[src/sv/skf_pkg.sv]
// shared types, constants and cipher functions for the fixsliced skinny-128-384+ encryptor
// no dependencies
`timescale 1ns / 1ps

package skf_pkg;

	// request type codes
	localparam logic [1:0] REQ_TK1  = 2'd0;
	localparam logic [1:0] REQ_TK23 = 2'd1;
	localparam logic [1:0] REQ_ENC  = 2'd2;

	localparam int ROUNDS_DEF = 40;

	// round tweakey tables, split into four banks by word index bits [1:0]
	localparam int TK_BANKS   = 4;
	localparam int TK1_DEPTH  = 64;
	localparam int TK23_DEPTH = 160;
	localparam int TK1_ROWS   = TK1_DEPTH / TK_BANKS;
	localparam int TK23_ROWS  = TK23_DEPTH / TK_BANKS;
	localparam int TK1_ROW_W  = $clog2(TK1_ROWS);
	localparam int ROW_W      = $clog2(TK23_ROWS);

	localparam logic [31:0] HALF_MASK = 32'h5555_5555;
	localparam logic [31:0] M_0A      = 32'h0a0a_0a0a;
	localparam logic [31:0] M_30      = 32'h3030_3030;
	localparam logic [31:0] M_0C      = 32'h0c0c_0c0c;
	localparam logic [31:0] M_03      = 32'h0303_0303;
	localparam logic [31:0] M_C0      = 32'hc0c0_c0c0;

	typedef logic [3:0][31:0] slice_t;

	typedef enum logic [1:0] {
		ST_IDLE,
		ST_RUN,
		ST_FIN
	} ctrl_state_t;

	typedef struct packed {
		logic             wr_tk1;
		logic             wr_tk23;
		logic             pack_en;
		logic             round_en;
		logic [ROW_W-1:0] round;
		logic [ROW_W-1:0] rd_row;
		logic             out_load;
	} dp_cmd_t;

	function automatic logic [31:0] rotr(input logic [31:0] x, input int unsigned r);
		return (x >> r) | (x << (32 - r));
	endfunction

	// returns {a, b} after exchanging b & m with a & (m << n)
	function automatic logic [63:0] swp(input logic [31:0] a, input logic [31:0] b,
			input logic [31:0] m, input int unsigned n);
		logic [31:0] t;
		t = (b ^ (a >> n)) & m;
		return {a ^ (t << n), b ^ t};
	endfunction

	function automatic logic [31:0] swap_self(input logic [31:0] x, input logic [31:0] m,
			input int unsigned n);
		logic [31:0] t;
		t = (x ^ (x >> n)) & m;
		return x ^ t ^ (t << n);
	endfunction

	function automatic slice_t sbox_even(input slice_t s_in);
		slice_t s;
		s = s_in;
		s[3] = s[3] ^ ~(s[0] | s[1]);
		{s[2], s[1]} = swp(s[2], s[1], HALF_MASK, 1);
		{s[3], s[2]} = swp(s[3], s[2], HALF_MASK, 1);
		s[1] = s[1] ^ ~(s[2] | s[3]);
		{s[1], s[0]} = swp(s[1], s[0], HALF_MASK, 1);
		{s[0], s[3]} = swp(s[0], s[3], HALF_MASK, 1);
		s[3] = s[3] ^ ~(s[0] | s[1]);
		{s[2], s[1]} = swp(s[2], s[1], HALF_MASK, 1);
		{s[3], s[2]} = swp(s[3], s[2], HALF_MASK, 1);
		s[1] = s[1] ^ (s[2] | s[3]);
		{s[3], s[0]} = swp(s[3], s[0], HALF_MASK, 0);
		return s;
	endfunction

	function automatic slice_t sbox_odd(input slice_t s_in);
		slice_t s;
		s = s_in;
		s[1] = s[1] ^ ~(s[2] | s[3]);
		{s[0], s[3]} = swp(s[0], s[3], HALF_MASK, 1);
		{s[1], s[0]} = swp(s[1], s[0], HALF_MASK, 1);
		s[3] = s[3] ^ ~(s[0] | s[1]);
		{s[3], s[2]} = swp(s[3], s[2], HALF_MASK, 1);
		{s[2], s[1]} = swp(s[2], s[1], HALF_MASK, 1);
		s[1] = s[1] ^ ~(s[2] | s[3]);
		{s[0], s[3]} = swp(s[0], s[3], HALF_MASK, 1);
		{s[1], s[0]} = swp(s[1], s[0], HALF_MASK, 1);
		s[3] = s[3] ^ (s[0] | s[1]);
		{s[1], s[2]} = swp(s[1], s[2], HALF_MASK, 0);
		return s;
	endfunction

	function automatic logic [31:0] mix_word(input logic [31:0] x_in, input logic [1:0] v);
		logic [31:0] x;
		logic [31:0] t;
		x = x_in;
		unique case (v)
			2'd0: begin
				t = rotr(x, 24) & M_0C; x = x ^ rotr(t, 30);
				t = rotr(x, 16) & M_C0; x = x ^ rotr(t, 4);
				t = rotr(x, 8) & M_0C;  x = x ^ rotr(t, 2);
			end
			2'd1: begin
				t = rotr(x, 16) & M_30; x = x ^ rotr(t, 30);
				t = x & M_03;           x = x ^ rotr(t, 28);
				t = rotr(x, 16) & M_30; x = x ^ rotr(t, 2);
			end
			2'd2: begin
				t = rotr(x, 8) & M_C0;  x = x ^ rotr(t, 6);
				t = rotr(x, 16) & M_0C; x = x ^ rotr(t, 28);
				t = rotr(x, 24) & M_C0; x = x ^ rotr(t, 2);
			end
			default: begin
				t = x & M_03; x = x ^ rotr(t, 30);
				t = x & M_30; x = x ^ rotr(t, 4);
				t = x & M_03; x = x ^ rotr(t, 26);
			end
		endcase
		return x;
	endfunction

	function automatic slice_t pack_block(input logic [63:0] lo, input logic [63:0] hi);
		slice_t s;
		s[0] = lo[31:0];
		s[1] = hi[31:0];
		s[2] = lo[63:32];
		s[3] = hi[63:32];
		for (int q = 0; q < 4; q++) begin
			s[q] = swap_self(s[q], M_0A, 3);
		end
		{s[2], s[0]} = swp(s[2], s[0], M_30, 2);
		{s[1], s[0]} = swp(s[1], s[0], M_0C, 4);
		{s[3], s[0]} = swp(s[3], s[0], M_03, 6);
		{s[1], s[2]} = swp(s[1], s[2], M_0C, 2);
		{s[3], s[2]} = swp(s[3], s[2], M_03, 4);
		{s[3], s[1]} = swp(s[3], s[1], M_03, 2);
		return s;
	endfunction

	function automatic slice_t unpack_block(input slice_t s_in);
		slice_t s;
		s = s_in;
		{s[3], s[1]} = swp(s[3], s[1], M_03, 2);
		{s[3], s[2]} = swp(s[3], s[2], M_03, 4);
		{s[1], s[2]} = swp(s[1], s[2], M_0C, 2);
		{s[3], s[0]} = swp(s[3], s[0], M_03, 6);
		{s[1], s[0]} = swp(s[1], s[0], M_0C, 4);
		{s[2], s[0]} = swp(s[2], s[0], M_30, 2);
		for (int q = 0; q < 4; q++) begin
			s[q] = swap_self(s[q], M_0A, 3);
		end
		return s;
	endfunction

endpackage

[src/sv/skf_ctrl.sv]
// controller of the encryptor: request decode, round sequencing, result slot
// depends on skf_pkg
`timescale 1ns / 1ps

module skf_ctrl #(
	parameter int ROUNDS = skf_pkg::ROUNDS_DEF
) (
	input  logic             clk,
	input  logic             arst_n,
	input  logic             req_valid,
	input  logic [1:0]       req_type,
	input  logic [7:0]       word_index,
	output logic             req_ready,
	output logic             res_valid,
	input  logic             res_ready,
	output skf_pkg::dp_cmd_t cmd
);

	// whole quadruple rounds are run
	localparam int NR = 4 * ((ROUNDS + 3) / 4);

	skf_pkg::ctrl_state_t            state_q, state_d;
	logic [skf_pkg::ROW_W-1:0]       round_q, round_d;
	logic                            res_valid_q;
	logic                            last;

	assign last = round_q == skf_pkg::ROW_W'(NR - 1);

	always_ff @(posedge clk or negedge arst_n) begin
		if (!arst_n) begin
			state_q     <= skf_pkg::ST_IDLE;
			round_q     <= '0;
			res_valid_q <= 1'b0;
		end else begin
			state_q <= state_d;
			round_q <= round_d;
			if (cmd.out_load) begin
				res_valid_q <= 1'b1;
			end else if (res_ready) begin
				res_valid_q <= 1'b0;
			end
		end
	end

	always_comb begin
		state_d   = state_q;
		round_d   = round_q;
		req_ready = 1'b0;
		cmd       = '0;
		cmd.round = round_q;
		unique case (state_q)
			skf_pkg::ST_IDLE: begin
				req_ready = 1'b1;
				if (req_valid) begin
					unique case (req_type)
						skf_pkg::REQ_TK1: begin
							cmd.wr_tk1 = word_index < 8'(skf_pkg::TK1_DEPTH);
						end
						skf_pkg::REQ_TK23: begin
							cmd.wr_tk23 = word_index < 8'(skf_pkg::TK23_DEPTH);
						end
						skf_pkg::REQ_ENC: begin
							cmd.pack_en = 1'b1;
							round_d     = '0;
							state_d     = skf_pkg::ST_RUN;
						end
						default: ;
					endcase
				end
			end
			skf_pkg::ST_RUN: begin
				cmd.round_en = 1'b1;
				if (last) begin
					state_d = skf_pkg::ST_FIN;
				end else begin
					round_d    = round_q + 1'b1;
					cmd.rd_row = round_q + 1'b1;
				end
			end
			skf_pkg::ST_FIN: begin
				if (!res_valid_q || res_ready) begin
					cmd.out_load = 1'b1;
					state_d      = skf_pkg::ST_IDLE;
				end
			end
			default: state_d = skf_pkg::ST_IDLE;
		endcase
	end

	assign res_valid = res_valid_q;

endmodule

[config.mk]
export PLATFORM = sky130hd
export DESIGN_NAME = skf_ctrl
export DESIGN_NICKNAME = d
export VERILOG_FILES = /design/src/sv/skf_pkg.sv /design/src/sv/skf_ctrl.sv
export SDC_FILE = /design/constraint.sdc
export NUM_CORES = 1
export LEC_CHECK = 0
export BUFFER_PORTS_ARGS = -buffer_cell sky130_fd_sc_hd__buf_2
export CAP_MARGIN = 10
export CORE_AREA = 2 2 39 41
export CTS_CLUSTER_DIAMETER = 50
export DETAILED_ROUTE_END_ITERATION = 12
export DIE_AREA = 0 0 41 43
export PLACE_DENSITY = 0.86
export SLEW_MARGIN = 20
export SYNTH_ARGS = -nofsm -noshare
export SYNTH_HDL_FRONTEND = slang
export SYNTH_SLANG_ARGS = --single-unit
[constraint.sdc]
create_clock -name clk -period 3.3 [get_ports clk]
set_input_delay 0.495 -clock clk [delete_from_list [all_inputs] [get_ports clk]]
set_output_delay 0.495 -clock clk [all_outputs]
set_load 0.01 [all_outputs]
==> qor.csv <==
stage;metric;value;unit
synthesis;synth_compound_area_share;17.55;%
synthesis;synth_top_family_by_area;simple AND/OR/NAND/NOR gates;
synthesis;synth_common_cells;dfrtp_1, nand2_1, nor2_1, o21ai_0;
grt;overflow;0;
worst_setup_path;cp_data_required_time;2800;ps
finish;nNetsFinal;100;
synthesis;synth_area;520.5;um2
sta;setup_violations;0;
run;drv_cap;0;
detailed_routing;wl_per_cell;12.09;um
die;die_area;1763;um2
clock_tree;cts_tree;built;
placed_design;portBuffers;27;
detailed_routing;drtPass1Iterations;4;
status;status;completed;
clock_tree;cts_buffer_depth;2;
finish;final_util;49.91;%
detailed_routing;vias_per_cell;5.200;
synthesis;synth_area_leader_cell;dfrtp_1;
synthesis;async_flop_share;100.0;%
synthesis;synthTopCellsByArea;dfrtp_1, o21ai_0, nand2_1;
synthesis;ys.flop_type;dfrtp_1;
sta;relSlewSlack;71.48;%
finish;area_growth;32.69;%
sta;drv_slew;0;
placed_design;hpwl;926.6;um
synthesis;yosysSeqAreaShare;43.27;%
worst_setup_path;r2r_start;round_q[0];
clock_tree;cts_num_sinks;9;
worst_hold_path;min_path_type;in2async;
sta;fmax;428.9;MHz
synthesis;synth-xor-area-share;5.048;%
synthesis;synth_area_per_cell;9.639;um2
placed_design;place_ws;1247;ps
clock_tree;clk_pin_slew;60;ps
grt;grt_max_degree;12;
grt;antenna_found_initial;0;
pwr;cellPowerDensity;913.2;nW/um2
placed_design;gp_congestion;0.7591;
sta;hold_viol;0;
clock_tree;cts_setup_buffers;0;
grt;grt.busiest_layer;met2;
worst_setup_path;r2r_slack;1630;ps
synthesis;synth.most_common_cell;dfrtp_1;
sta;setup_tns;0;ps
clock_tree;cts_buffers;3;
synthesis;synth.distinct_cells;24;
worst_setup_path;path_cells;ha_1, and4bb_1, a21o_1, a21oi_2, buf_2;
worst_setup_path;cp_max_fo;11;
pwr;power.total;630.7;uW
synthesis;synth_simple_gate_area_share;27.40;%
detailed_routing;via_count;520;
grt;grtUsageMet2;28.75;%
worst_setup_path;path_delay_family;compound AO/OA/AOI/OAI gates;
grt;gr-usage-met1;15.54;%
grt;grt_pass1_wl;1883;um
synthesis;syn_inst;54;
synthesis;yosysTopAreaCellShare;43.27;%
clock_tree;cts_resized;0;
detailed_routing;wl;1209;um
pwr;peakVddDrop;594.2;uV
die;coreArea;1384;um2
sta;holdWs;73.63;ps
clock_tree;clk_latency;260;ps
worst_setup_path;cp_slowest_stage_delay;440;ps
die;start_util;37.61;%
synthesis;synth.yosys.warnings;0;
synthesis;syn-num-nets;69;
worst_setup_path;worstRegToRegCells;5;
worst_setup_path;crit_buf_inv;1;
detailed_routing;drtIter0Drc;4;
worst_setup_path;path_class;reg2out;
sta;worstMarginPinSlew;427.9;ps
die;io-pin-count;33;
sta;final.setup.worst_slack;968.4;ps
detailed_routing;ant_nets;0;
grt;met3_usage;3.141;%
finish;diodes;0;
pwr;cellLeakagePower;0.0003693;uW
worst_setup_path;cp-end-kind;output port;
worst_setup_path;worst_setup_path_start_kind;flop;
sta;finalCritPeriodShare;70.65;%
worst_setup_path;cpMaxStageDelayCell;dfrtp_1;
die;num_rows;14;
worst_setup_path;arrival;1840;ps
synthesis;synth-adder-area-share;2.404;%
die;die_w;41;um
clock_tree;holdBufCountCts;0;
grt;grt_util_all_layers;16.41;%
worst_setup_path;regToRegEndpoint;round_q[1];
sta;min_period;2332;ps
sta;skew;0.6654;ps
synthesis;synthMuxAreaShare;0;%
clock_tree;htree_levels;1;
synthesis;ys_ff_latch;9;
finish;nFillCells;134;
synthesis;synth_edf_count;0;
die;die_h;43;um
clock_tree;cts_root_buf;clkbuf_4;
grt;grt_pass1_vias;483;
sta;rsz0062_at_grt;false;
detailed_routing;drc_errors;0;
finish;layout-drive-gt1-share;42.86;%
## metrics by stage
stage	instance area (um2)	cells
2_1_floorplan	520.5	54
3_5_place_dp	664.4	96
3_3_place_gp	664.4	96
4_1_cts	690.7	100
5_1_grt	690.7	100
6_report	690.7	100
## where the power goes
part | total (uW) | switching, uW | internal, uW
Clock | 84.2 | 37.7 | 46.5
Combinational | 344 | 189 | 156
Sequential | 202 | 53.5 | 149
## worst max-delay path by stage
| stage | from | end | cells past startpoint |
|---|---|---|---|
| floorplan | round_q[0] | cmd[4] | 5 |
| global placement | round_q[0] | cmd[6] | 5 |
| detailed placement | round_q[0] | cmd[6] | 5 |
| CTS | round_q[0] | cmd[6] | 5 |
| global route | round_q[0] | cmd[6] | 5 |
| finish | round_q[0] | cmd[6] | 5 |
## per-layer routing
| metal | up-vias | part of all wire [%] |
|---|---|---|
| met5 | - | 0 |
| met4 | 0 | 2.2 |
| met3 | 4 | 8.6 |
| met2 | 28 | 49 |
| met1 | 235 | 40 |
| li1 | 253 | - |
## state kept, by name, summed over array words and instances (netlist names)
register and flops:
round_q 6, state_q 2, res_valid 1
## logic make-up (layout without fill, tap and decap cells)
group           after synthesis  after routing
compound gates               12             12
xor+xnor                      3              3
fa+ha+maj                     1              1
buf+inv                       4             34
flops                         9              9
simple gates                 25             25
## area by class of cell
| cell class | count | area [um2] | area share (%) |
|---|---|---|---|
| multi-input cells | 41 | 272.8 | 39.49 |
| flip-flops and latches | 9 | 225.2 | 32.61 |
| repair buffers | 27 | 135.1 | 19.57 |
| clock buffers | 4 | 26.28 | 3.804 |
| well taps | 16 | 20.02 | 2.899 |
| inverters | 3 | 11.26 | 1.630 |
## worst register-to-register path, delay by kind of cell (launching register included)
family | cells | cell delay (ps)
simple gates | 2 | 270
compound gates | 2 | 620
flops | 1 | 430
fa+ha+maj | 1 | 240
## cells in the final DEF (no fill, tap or decap), drive strengths merged
cell,instances
o211ai,1
a21o,1
nand4b,1
buf,27
nand3,4
clkbuf,4
o31ai,1
nand2b,3
dfrtp,9
o21ai,4
nand2,5
a21oi,1
and4bb,1
a31o,4
xnor2,1
xor2,2
nor3,2
ha,1
inv,3
or3,2
nor2,6
nor2b,1
Power figures use the tool's default switching activity.
